<file path="config.mk">
export PLATFORM = sky130hd
export DESIGN_NAME = polygon_stop_dwell_detector
export DESIGN_NICKNAME = d
export VERILOG_FILES = /design/src/design/psdd_pkg.sv /design/src/design/psdd_ram.sv /design/src/design/psdd_poly.sv /design/src/design/polygon_stop_dwell_detector.sv
export SDC_FILE = /design/constraint.sdc
export NUM_CORES = 2
export LEC_CHECK = 0
export ABC_AREA = 1
export ABC_CLOCK_PERIOD_IN_PS = 12700
export BUFFER_PORTS_ARGS = -buffer_cell sky130_fd_sc_hd__buf_2
export CORE_AREA = 8 8 434 606
export DETAILED_ROUTE_END_ITERATION = 8
export DIE_AREA = 0 0 442 614
export PLACE_DENSITY = 0.67
export SLEW_MARGIN = 20
export SYNTH_ARGS = -nofsm -noshare
export SYNTH_HDL_FRONTEND = slang
export SYNTH_SLANG_ARGS = --single-unit
</file>
<file path="constraint.sdc">
create_clock -name clk -period 12.7 [get_ports clk]
set_input_delay 3.81 -clock clk [delete_from_list [all_inputs] [get_ports clk]]
set_output_delay 3.81 -clock clk [all_outputs]
set_load 0.02 [all_outputs]
</file>
<file path="src/design/psdd_pkg.sv">
package psdd_pkg;

    typedef enum logic [3:0] {
        ST_IDLE,
        ST_CHECK,
        ST_POLY,
        ST_RD,
        ST_CMP,
        ST_ERD,
        ST_ECMP,
        ST_DONE
    } top_state_t;

    typedef enum logic [2:0] {
        P_IDLE,
        P_EDGE,
        P_DIV,
        P_CMP,
        P_FIN
    } poly_state_t;

    typedef struct packed {
        logic done;
        logic in_poly;
    } poly_res_t;

    typedef logic [2:0][63:0] vregs_t;

    localparam logic [1:0] KIND_DONE   = 2'd0;
    localparam logic [1:0] KIND_STOP   = 2'd1;
    localparam logic [1:0] KIND_UNSTOP = 2'd2;

    localparam logic [2:0] REG_VCOUNT  = 3'd0;
    localparam logic [2:0] REG_VERT_A  = 3'd1;
    localparam logic [2:0] REG_VERT_B  = 3'd2;
    localparam logic [2:0] REG_VERT_C  = 3'd3;
    localparam logic [2:0] REG_HIST    = 3'd4;
    localparam logic [2:0] REG_MOVE    = 3'd5;
    localparam logic [2:0] REG_THRESH  = 3'd6;
    localparam logic [2:0] REG_RECORD  = 3'd7;

    function automatic logic [15:0] vert_coord(input vregs_t v, input logic [2:0] k,
                                               input logic y_part);
        logic [63:0] r;
        logic [5:0]  sh;
        r  = v[k[2:1]];
        sh = {k[0], y_part, 4'd0};
        return 16'(r >> sh);
    endfunction

endpackage

</file>
<file path="src/design/psdd_ram.sv">
module psdd_ram #(
    parameter int WIDTH = 32,
    parameter int DEPTH = 32
) (
    input  logic                                   clk,
    input  logic                                   we,
    input  logic [(DEPTH > 1 ? $clog2(DEPTH) : 1)-1:0] waddr,
    input  logic [WIDTH-1:0]                       wdata,
    input  logic [(DEPTH > 1 ? $clog2(DEPTH) : 1)-1:0] raddr,
    output logic [WIDTH-1:0]                       rdata
);

    logic [WIDTH-1:0] mem [DEPTH];

    always_ff @(posedge clk)
    begin
        if (we)
        begin
            mem[waddr] <= wdata;
        end
        rdata <= mem[raddr];
    end

endmodule

</file>
<file path="src/design/psdd_poly.sv">
module psdd_poly import psdd_pkg::*; #(
    parameter int MAX_VERTICES = 6
) (
    input  logic        clk,
    input  logic        rst_n,
    input  logic        start,
    input  logic [11:0] px,
    input  logic [11:0] py,
    input  logic [2:0]  vcount,
    input  vregs_t      verts,
    output poly_res_t   res
);

    poly_state_t state_reg, state_next;
    logic [2:0]  i_reg, i_next, j_reg, j_next, nv;
    logic        in_reg, in_next, neg_reg, neg_next;
    logic [31:0] rem_reg, rem_next, dsh_reg, dsh_next;
    logic [15:0] q_reg, q_next, xi_reg, xi_next;
    logic [3:0]  cnt_reg, cnt_next;

    logic [15:0] xi, yi, xj, yj, py16, dx_mag, dy_mag, dd_mag;
    logic [16:0] dxs, dys, dds, dxn, dyn, ddn;
    logic [17:0] qs, crs;
    logic        ge;

    assign nv = (32'(vcount) > MAX_VERTICES) ? 3'(MAX_VERTICES) : vcount;

    always_ff @(posedge clk or negedge rst_n)
    begin
        if (!rst_n)
        begin
            state_reg <= P_IDLE;
        end
        else
        begin
            state_reg <= state_next;
        end
    end

    always_ff @(posedge clk)
    begin
        i_reg   <= i_next;
        j_reg   <= j_next;
        in_reg  <= in_next;
        neg_reg <= neg_next;
        rem_reg <= rem_next;
        dsh_reg <= dsh_next;
        q_reg   <= q_next;
        xi_reg  <= xi_next;
        cnt_reg <= cnt_next;
    end

    always_comb
    begin
        state_next  = state_reg;
        i_next      = i_reg;
        j_next      = j_reg;
        in_next     = in_reg;
        neg_next    = neg_reg;
        rem_next    = rem_reg;
        dsh_next    = dsh_reg;
        q_next      = q_reg;
        xi_next     = xi_reg;
        cnt_next    = cnt_reg;
        res.done    = 1'b0;
        res.in_poly = in_reg;

        py16 = {4'd0, py};
        xi   = vert_coord(verts, i_reg, 1'b0);
        yi   = vert_coord(verts, i_reg, 1'b1);
        xj   = vert_coord(verts, j_reg, 1'b0);
        yj   = vert_coord(verts, j_reg, 1'b1);
        dxs  = {1'b0, xj} - {1'b0, xi};
        dys  = {1'b0, py16} - {1'b0, yi};
        dds  = {1'b0, yj} - {1'b0, yi};
        dxn  = -dxs;
        dyn  = -dys;
        ddn  = -dds;
        dx_mag = dxs[16] ? dxn[15:0] : dxs[15:0];
        dy_mag = dys[16] ? dyn[15:0] : dys[15:0];
        dd_mag = dds[16] ? ddn[15:0] : dds[15:0];
        ge   = (rem_reg >= dsh_reg);
        qs   = neg_reg ? -{2'd0, q_reg} : {2'd0, q_reg};
        crs  = {2'd0, xi_reg} + qs;

        case (state_reg)
            P_IDLE:
            begin
                if (start)
                begin
                    i_next  = 3'd0;
                    j_next  = nv - 3'd1;
                    in_next = 1'b0;
                    state_next = (nv == 3'd0) ? P_FIN : P_EDGE;
                end
            end
            P_EDGE:
            begin
                if ((yi > py16) != (yj > py16))
                begin
                    rem_next   = dx_mag * dy_mag;
                    dsh_next   = {1'b0, dd_mag, 15'd0};
                    neg_next   = dxs[16] ^ dys[16] ^ dds[16];
                    xi_next    = xi;
                    q_next     = 16'd0;
                    cnt_next   = 4'd15;
                    state_next = P_DIV;
                end
                else if (i_reg == nv - 3'd1)
                begin
                    state_next = P_FIN;
                end
                else
                begin
                    j_next = i_reg;
                    i_next = i_reg + 3'd1;
                end
            end
            P_DIV:
            begin
                if (ge)
                begin
                    rem_next = rem_reg - dsh_reg;
                end
                q_next   = {q_reg[14:0], ge};
                dsh_next = dsh_reg >> 1;
                cnt_next = cnt_reg - 4'd1;
                if (cnt_reg == 4'd0)
                begin
                    state_next = P_CMP;
                end
            end
            P_CMP:
            begin
                if ($signed({6'd0, px}) < $signed(crs))
                begin
                    in_next = !in_reg;
                end
                if (i_reg == nv - 3'd1)
                begin
                    state_next = P_FIN;
                end
                else
                begin
                    j_next     = i_reg;
                    i_next     = i_reg + 3'd1;
                    state_next = P_EDGE;
                end
            end
            P_FIN:
            begin
                res.done   = 1'b1;
                state_next = P_IDLE;
            end
            default:
            begin
                state_next = P_IDLE;
            end
        endcase
    end

endmodule

</file>
<file path="src/design/polygon_stop_dwell_detector.sv">
// Stopped-object dwell detector. Target transfers (cmd 0) are qualified by track length,
// an even-odd polygon test and a squared-movement limit; a qualifying target bumps a
// saturating counter in a track table held in one RAM of MAX_TRACKS entries. An
// end-of-frame transfer (cmd 1) scans the table and emits stop/unstop events in slot
// order, closed by a frame-done result with last set. A target that passes the track
// checks runs the polygon test edge by edge, with one 16-step shift-subtract divider for
// each edge that straddles the point, then reads and compares the table slot by slot. An
// end-of-frame item reads and compares every slot in turn, waiting while the output is
// stalled. Configuration sits on a 64-bit APB port, register i at byte address 8*i;
// write it only while the block is idle.
module polygon_stop_dwell_detector import psdd_pkg::*; #(
    parameter int MAX_TRACKS   = 32,
    parameter int MAX_VERTICES = 6,
    parameter int COORD_BITS   = 12
) (
    input  logic        clk,
    input  logic        rst_n,
    input  logic        psel,
    input  logic        penable,
    input  logic        pwrite,
    input  logic [5:0]  paddr,
    input  logic [63:0] pwdata,
    output logic [63:0] prdata,
    output logic        pready,
    input  logic        in_valid,
    output logic        in_stall,
    input  logic        cmd,
    input  logic [15:0] target_id,
    input  logic        is_tracked,
    input  logic [9:0]  track_len,
    input  logic [11:0] cur_x,
    input  logic [11:0] cur_y,
    input  logic [11:0] past_x,
    input  logic [11:0] past_y,
    input  logic [31:0] frame_number,
    output logic        out_valid,
    input  logic        out_stall,
    output logic [1:0]  event_kind,
    output logic [15:0] event_track,
    output logic [31:0] event_frame,
    output logic        want_image,
    output logic        want_video,
    output logic        table_overflow,
    output logic        last
);

    localparam int IW = (MAX_TRACKS > 1) ? $clog2(MAX_TRACKS) : 1;
    localparam logic [IW-1:0] LAST_IDX = IW'(MAX_TRACKS - 1);
    localparam logic [11:0] CMASK = 12'((1 << COORD_BITS) - 1);

    logic [2:0]  vcount_reg;
    vregs_t      verts_reg;
    logic [9:0]  hist_reg;
    logic [11:0] move_reg;
    logic [15:0] thresh_reg;
    logic [1:0]  record_reg;

    top_state_t  state_reg, state_next;
    logic [IW-1:0] idx_reg, idx_next;
    logic [MAX_TRACKS-1:0] valid_reg, valid_next, hit_reg, hit_next;
    logic        ovf_reg, ovf_next;

    logic        cmd_reg, trk_reg;
    logic [15:0] tid_reg;
    logic [9:0]  len_reg;
    logic [11:0] cx_reg, cy_reg;
    logic [31:0] frame_reg;
    logic [25:0] dx2_reg, dy2_reg;
    logic [23:0] lim2_reg;

    logic        ov_reg, ov_next;
    logic [1:0]  kind_reg, kind_next;
    logic [15:0] etrk_reg, etrk_next;
    logic [31:0] efr_reg, efr_next;
    logic        img_reg, img_next, vid_reg, vid_next, tov_reg, tov_next, last_reg, last_next;

    logic        we, poly_start, accept, busy, emit, free_any;
    logic [IW-1:0] waddr, free_idx;
    logic [31:0] wdata, rdata;
    logic [15:0] rd_track, rd_count;
    logic [12:0] dx, dy;
    logic [25:0] dxe, dye;
    logic [11:0] cxm, cym, pxm, pym;
    poly_res_t   pres;

    assign pready = 1'b1;
    assign accept = in_valid && !in_stall;
    assign in_stall = (state_reg != ST_IDLE);
    assign busy = ov_reg && out_stall;

    always_ff @(posedge clk or negedge rst_n)
    begin
        if (!rst_n)
        begin
            vcount_reg <= 3'd0;
            verts_reg  <= '0;
            hist_reg   <= 10'd20;
            move_reg   <= 12'd8;
            thresh_reg <= 16'd50;
            record_reg <= 2'd0;
        end
        else if (psel && penable && pwrite)
        begin
            case (paddr[5:3])
                REG_VCOUNT: vcount_reg   <= pwdata[2:0];
                REG_VERT_A: verts_reg[0] <= pwdata;
                REG_VERT_B: verts_reg[1] <= pwdata;
                REG_VERT_C: verts_reg[2] <= pwdata;
                REG_HIST:   hist_reg     <= pwdata[9:0];
                REG_MOVE:   move_reg     <= pwdata[11:0];
                REG_THRESH: thresh_reg   <= pwdata[15:0];
                REG_RECORD: record_reg   <= pwdata[1:0];
                default:    ;
            endcase
        end
    end

    always_comb
    begin
        case (paddr[5:3])
            REG_VCOUNT: prdata = {61'd0, vcount_reg};
            REG_VERT_A: prdata = verts_reg[0];
            REG_VERT_B: prdata = verts_reg[1];
            REG_VERT_C: prdata = verts_reg[2];
            REG_HIST:   prdata = {54'd0, hist_reg};
            REG_MOVE:   prdata = {52'd0, move_reg};
            REG_THRESH: prdata = {48'd0, thresh_reg};
            REG_RECORD: prdata = {62'd0, record_reg};
            default:    prdata = 64'd0;
        endcase
    end

    assign cxm = cur_x & CMASK;
    assign cym = cur_y & CMASK;
    assign pxm = past_x & CMASK;
    assign pym = past_y & CMASK;
    assign dx  = {1'b0, cxm} - {1'b0, pxm};
    assign dy  = {1'b0, cym} - {1'b0, pym};
    assign dxe = {{13{dx[12]}}, dx};
    assign dye = {{13{dy[12]}}, dy};

    always_ff @(posedge clk)
    begin
        if (accept)
        begin
            cmd_reg   <= cmd;
            trk_reg   <= is_tracked;
            tid_reg   <= target_id;
            len_reg   <= track_len;
            cx_reg    <= cxm;
            cy_reg    <= cym;
            frame_reg <= frame_number;
            dx2_reg   <= dxe * dxe;
            dy2_reg   <= dye * dye;
            lim2_reg  <= {12'd0, move_reg} * {12'd0, move_reg};
        end
    end

    psdd_ram #(.WIDTH(32), .DEPTH(MAX_TRACKS)) u_table (
        .clk   (clk),
        .we    (we),
        .waddr (waddr),
        .wdata (wdata),
        .raddr (idx_reg),
        .rdata (rdata)
    );

    psdd_poly #(.MAX_VERTICES(MAX_VERTICES)) u_poly (
        .clk    (clk),
        .rst_n  (rst_n),
        .start  (poly_start),
        .px     (cx_reg),
        .py     (cy_reg),
        .vcount (vcount_reg),
        .verts  (verts_reg),
        .res    (pres)
    );

    assign rd_track = rdata[31:16];
    assign rd_count = rdata[15:0];

    always_comb
    begin
        free_any = 1'b0;
        free_idx = '0;
        for (int s = MAX_TRACKS - 1; s >= 0; s--)
        begin
            if (!valid_reg[s])
            begin
                free_any = 1'b1;
                free_idx = IW'(s);
            end
        end
    end

    always_ff @(posedge clk or negedge rst_n)
    begin
        if (!rst_n)
        begin
            state_reg <= ST_IDLE;
            valid_reg <= '0;
            hit_reg   <= '0;
            ovf_reg   <= 1'b0;
            ov_reg    <= 1'b0;
        end
        else
        begin
            state_reg <= state_next;
            valid_reg <= valid_next;
            hit_reg   <= hit_next;
            ovf_reg   <= ovf_next;
            ov_reg    <= ov_next;
        end
    end

    always_ff @(posedge clk)
    begin
        idx_reg  <= idx_next;
        kind_reg <= kind_next;
        etrk_reg <= etrk_next;
        efr_reg  <= efr_next;
        img_reg  <= img_next;
        vid_reg  <= vid_next;
        tov_reg  <= tov_next;
        last_reg <= last_next;
    end

    always_comb
    begin
        state_next = state_reg;
        idx_next   = idx_reg;
        valid_next = valid_reg;
        hit_next   = hit_reg;
        ovf_next   = ovf_reg;
        ov_next    = ov_reg && out_stall;
        kind_next  = kind_reg;
        etrk_next  = etrk_reg;
        efr_next   = efr_reg;
        img_next   = img_reg;
        vid_next   = vid_reg;
        tov_next   = tov_reg;
        last_next  = last_reg;
        we         = 1'b0;
        waddr      = idx_reg;
        wdata      = {tid_reg, (rd_count == 16'hFFFF) ? rd_count : rd_count + 16'd1};
        poly_start = 1'b0;
        emit       = 1'b0;

        case (state_reg)
            ST_IDLE:
            begin
                if (accept)
                begin
                    state_next = ST_CHECK;
                end
            end
            ST_CHECK:
            begin
                idx_next = '0;
                if (cmd_reg)
                begin
                    state_next = ST_ERD;
                end
                else if (trk_reg && len_reg >= hist_reg)
                begin
                    poly_start = 1'b1;
                    state_next = ST_POLY;
                end
                else
                begin
                    state_next = ST_IDLE;
                end
            end
            ST_POLY:
            begin
                if (pres.done)
                begin
                    if (pres.in_poly && (27'(dx2_reg) + 27'(dy2_reg) <= 27'(lim2_reg)))
                    begin
                        state_next = ST_RD;
                    end
                    else
                    begin
                        state_next = ST_IDLE;
                    end
                end
            end
            ST_RD:
            begin
                state_next = ST_CMP;
            end
            ST_CMP:
            begin
                if (valid_reg[idx_reg] && rd_track == tid_reg)
                begin
                    we = 1'b1;
                    hit_next[idx_reg] = 1'b1;
                    state_next = ST_IDLE;
                end
                else if (idx_reg == LAST_IDX)
                begin
                    if (free_any)
                    begin
                        we    = 1'b1;
                        waddr = free_idx;
                        wdata = {tid_reg, 16'd1};
                        valid_next[free_idx] = 1'b1;
                        hit_next[free_idx]   = 1'b1;
                    end
                    else
                    begin
                        ovf_next = 1'b1;
                    end
                    state_next = ST_IDLE;
                end
                else
                begin
                    idx_next   = idx_reg + 1'b1;
                    state_next = ST_RD;
                end
            end
            ST_ERD:
            begin
                state_next = ST_ECMP;
            end
            ST_ECMP:
            begin
                emit = valid_reg[idx_reg] &&
                       ((!hit_reg[idx_reg] && rd_count >= thresh_reg) ||
                        (hit_reg[idx_reg] && rd_count == thresh_reg));
                if (!(emit && busy))
                begin
                    if (emit)
                    begin
                        ov_next   = 1'b1;
                        kind_next = hit_reg[idx_reg] ? KIND_STOP : KIND_UNSTOP;
                        etrk_next = rd_track;
                        efr_next  = frame_reg;
                        img_next  = record_reg[0];
                        vid_next  = record_reg[1];
                        tov_next  = 1'b0;
                        last_next = 1'b0;
                    end
                    if (!hit_reg[idx_reg])
                    begin
                        valid_next[idx_reg] = 1'b0;
                    end
                    hit_next[idx_reg] = 1'b0;
                    if (idx_reg == LAST_IDX)
                    begin
                        state_next = ST_DONE;
                    end
                    else
                    begin
                        idx_next   = idx_reg + 1'b1;
                        state_next = ST_ERD;
                    end
                end
            end
            ST_DONE:
            begin
                if (!busy)
                begin
                    ov_next    = 1'b1;
                    kind_next  = KIND_DONE;
                    etrk_next  = 16'd0;
                    efr_next   = frame_reg;
                    img_next   = 1'b0;
                    vid_next   = 1'b0;
                    tov_next   = ovf_reg;
                    last_next  = 1'b1;
                    ovf_next   = 1'b0;
                    state_next = ST_IDLE;
                end
            end
            default:
            begin
                state_next = ST_IDLE;
            end
        endcase
    end

    assign out_valid      = ov_reg;
    assign event_kind     = kind_reg;
    assign event_track    = etrk_reg;
    assign event_frame    = efr_reg;
    assign want_image     = img_reg;
    assign want_video     = vid_reg;
    assign table_overflow = tov_reg;
    assign last           = last_reg;

endmodule

</file>
==> impl_metrics.yaml <==
critical_path:
  crit-reg2reg-capture: "u_poly.rem_reg[30]"
  worst_path_max_delay_cell: "a31oi_1"
  worstRegToRegCells: 49
  worstPathBufferInverterCount: 11
  reg2reg_slack_ns: 1.01
  worst_path_largest_cell_delay_ns: 0.74
  worstSetupEndpointType: "register"
  startpoint_type: "register"
  critical_path.startpoint: "u_poly.i_reg[2]"
  worst-setup-path-type: "reg2reg"
  worst_path_required_time_ns: 13.25
  worst-path-max-fanout: 34
  worstPathArrival_ns: 12.24
  crit_family: "adder cells"
  r2r_start: "u_poly.i_reg[2]"
routing:
  number_of_design_rule_violations_left_by_the_first_detailed_router_iteration: 7952
  post_drt_wl_per_cell_um: 22.7
  drt.antenna.violating_nets: 0
  drc_violation_count_after_routing: 0
  firstDrtPassIters: 7
  wl_um: 314000
  viasPerCell: 5.57
  vias: 76900
logic_synthesis:
  synthesis.nets: 11400
  synth_area_um2: 101000
  synth-async-reset-ratio_pct: 18.2
  synth-warning-count: 0
  syn_avg_cell_area_um2: 9.97
  ys_seq_area_share_pct: 48.3
  syn_inst_count: 10100
  synthDistinctLibCells: 75
  synth_edf_count: 1347
  ys_seq_elements: 1686
  ys_dominant_reg_cell: "edfxtp_1"
floorplanning:
  i_o_pins: 306
  floorplan.core_area_um2: 253000
  fp-row-count: 219
  initial_utilization_pct: 39.9
  dieArea_um2: 271000
  die_width_um: 442
  fp.dieH_um: 614
job:
  max_cap_viols: 0
sta:
  finClkSkew_ns: 0.0726
  finalSetupViolCount: 0
  min_period_ns: 11.69
  drv_slew: 0
  tns_ns: 0
  post-route-period-util_pct: 92.1
  final_hold_viol_count: 0
  relative_slew_slack_pct: 9.07
  timing.fmax_ghz: 0.0855
  rsz_0062_raised_after_global_routing: "no"
  setup_ws_ns: 1.01
  final.hold.worst_slack_ns: 0.419
  tightestPinTransition_ns: 1.35
hold_path:
  holdCritStartpoint: "frame_reg[29]"
  hold_depth: 0
  endpoint_of_the_worst_hold_timing_path: "event_frame[29]"
  hold_class: "reg2reg"
global_routing:
  vias_in_the_first_global_route: 77800
  number_of_antenna_violations_at_the_first_check_in_global_routing: 28
  wire_length_of_the_first_global_routing_pass_um: 468000
  grt.total_usage_pct: 22.4
  grt.overflow.total: 0
  grt_start_max_net_pins: 241
clock_network:
  cts_root_buf: "clkbuf_16"
  insertion_delay_ns: 0.86
  cts_tree: "done"
  numCtsBuffers: 174
  post_cts_clock_slew_at_the_launch_and_capture_registers_of_the_worst_setup_and_hold_paths_ns: 0.06
  post_cts.repair.setup_buffers: 0
  clock_tree.htree_level_count: 4
  cts_hold_repair.buffers: 0
  max-clock-path-buffers: 3
  clkSinkCount: 1686
  postCtsResizedCells: 0
finish:
  finalNetCount: 11600
  top_library_cells_by_usage_in_the_layout_fill_and_taps_aside: "inv_1 (1451), edfxtp_1 (1347), nand2_1 (1329)"
  layout_commonest_cell: "inv_1"
  largest_reg_flops: 1024
  n_fill_cell: 23400
  post_route_cells_drive_above_1_share_pct: 8.66
  areaGrowthSynthToFinish_pct: 11.5
  design_area_um2: 113000
placed_design:
  placedInstanceArea_um2: 107000
  place_hpwl_um: 215000
  globalplace.congestion: 0.959
  pre_cts_ws_ns: 0.0506
  port_buffers: 301
outcome:
  result_of_the_run: "complete, no violations"
[Yosys cell counts (all sizes together), types with 10 or more instances]
library cell	n	area [um^2]
a221oi	69	611
buf	78	414
dfxtp	32	641
nand3	123	621
o21a	20	150
nand4	35	219
nor4	14	93.8
a21oi	614	3100
xnor2	96	848
o2111ai	10	87.6
xor2	168	1520
a22oi	43	323
a22o	58	508
o22ai	268	1680
fa	569	11400
o221ai	10	87.6
nand2	1345	5100
a211oi	21	158
edfxtp	1347	40400
a21o	16	120
clkinv	12	45.0
nor3	57	310
a32oi	11	96.3
clkbuf	357	1340
o211ai	29	218
inv	1472	5530
ha	526	6580
o21ai	1195	6030
nor2	1091	4120
o21bai	20	154
or2	38	238
a31oi	38	244
dfrtp	301	7530
[cell families (layout without fill, tap and decap cells)]
logic type	after synthesis	in the layout	synth area share, %
flip-flops	1686	1686	48.3
AO/OA/AOI/OAI	2450	2450	13.7
buffers and inverters	1919	2274	7.25
XOR/XNOR	264	264	2.34
adder cells (fa/ha/maj)	1095	1095	17.8
AND/OR/NAND/NOR	2717	2717	10.7
multiplexers	2	2	0.0223
other	2	13	0.00743
[area by class of cell]
class                   instances  area [um^2]  area share, %
diodes                         11         27.5         0.0244
clock inverters               105         1290           1.15
multi-input cells            6530        45400           40.3
inverters                    1484         5580           4.96
repair buffers                466         2840           2.52
flip-flops and latches       1686        48800           43.3
clock buffers                 219         4580           4.07
well taps                    3315         4150           3.68
[stage by stage]
step                std cells  utilization [%]
global route            13800             44.4
floorplan               10100                -
finish                  13800             44.4
global placement        13500             42.1
CTS                     13800             44.4
detailed placement      13500             42.1
[metal layers]
| layer | vias to the layer above | track usage [%] | share of wire (%) |
|---|---|---|---|
| met1 | 37600 | 25.5 | 36 |
| li1 | 34600 | - | - |
| met4 | 14 | 14.7 | 7.6 |
| met3 | 1027 | 4.58 | 8.4 |
| met2 | 3684 | 38.3 | 48 |
| met5 | - | 0 | 0.030 |
[worst max-delay path by stage]
| stage | endpoint | slack, ns | cells past startpoint |
|---|---|---|---|
| final | u_poly.rem_reg[30] | 1.01 | 49 |
| after global routing | u_poly.rem_reg[30] | 0.30 | 49 |
| after CTS | dy2_reg[25] | 0.94 | 39 |
| after detailed placement | dy2_reg[25] | 0.05 | 39 |
| after global placement | dy2_reg[25] | 0.12 | 37 |
| after floorplan | dx2_reg[25] | 1.20 | 45 |
Power is left out: the tool's default activity adds up to more than one toggle a clock period on the data nets, which glitch-free logic cannot reach.
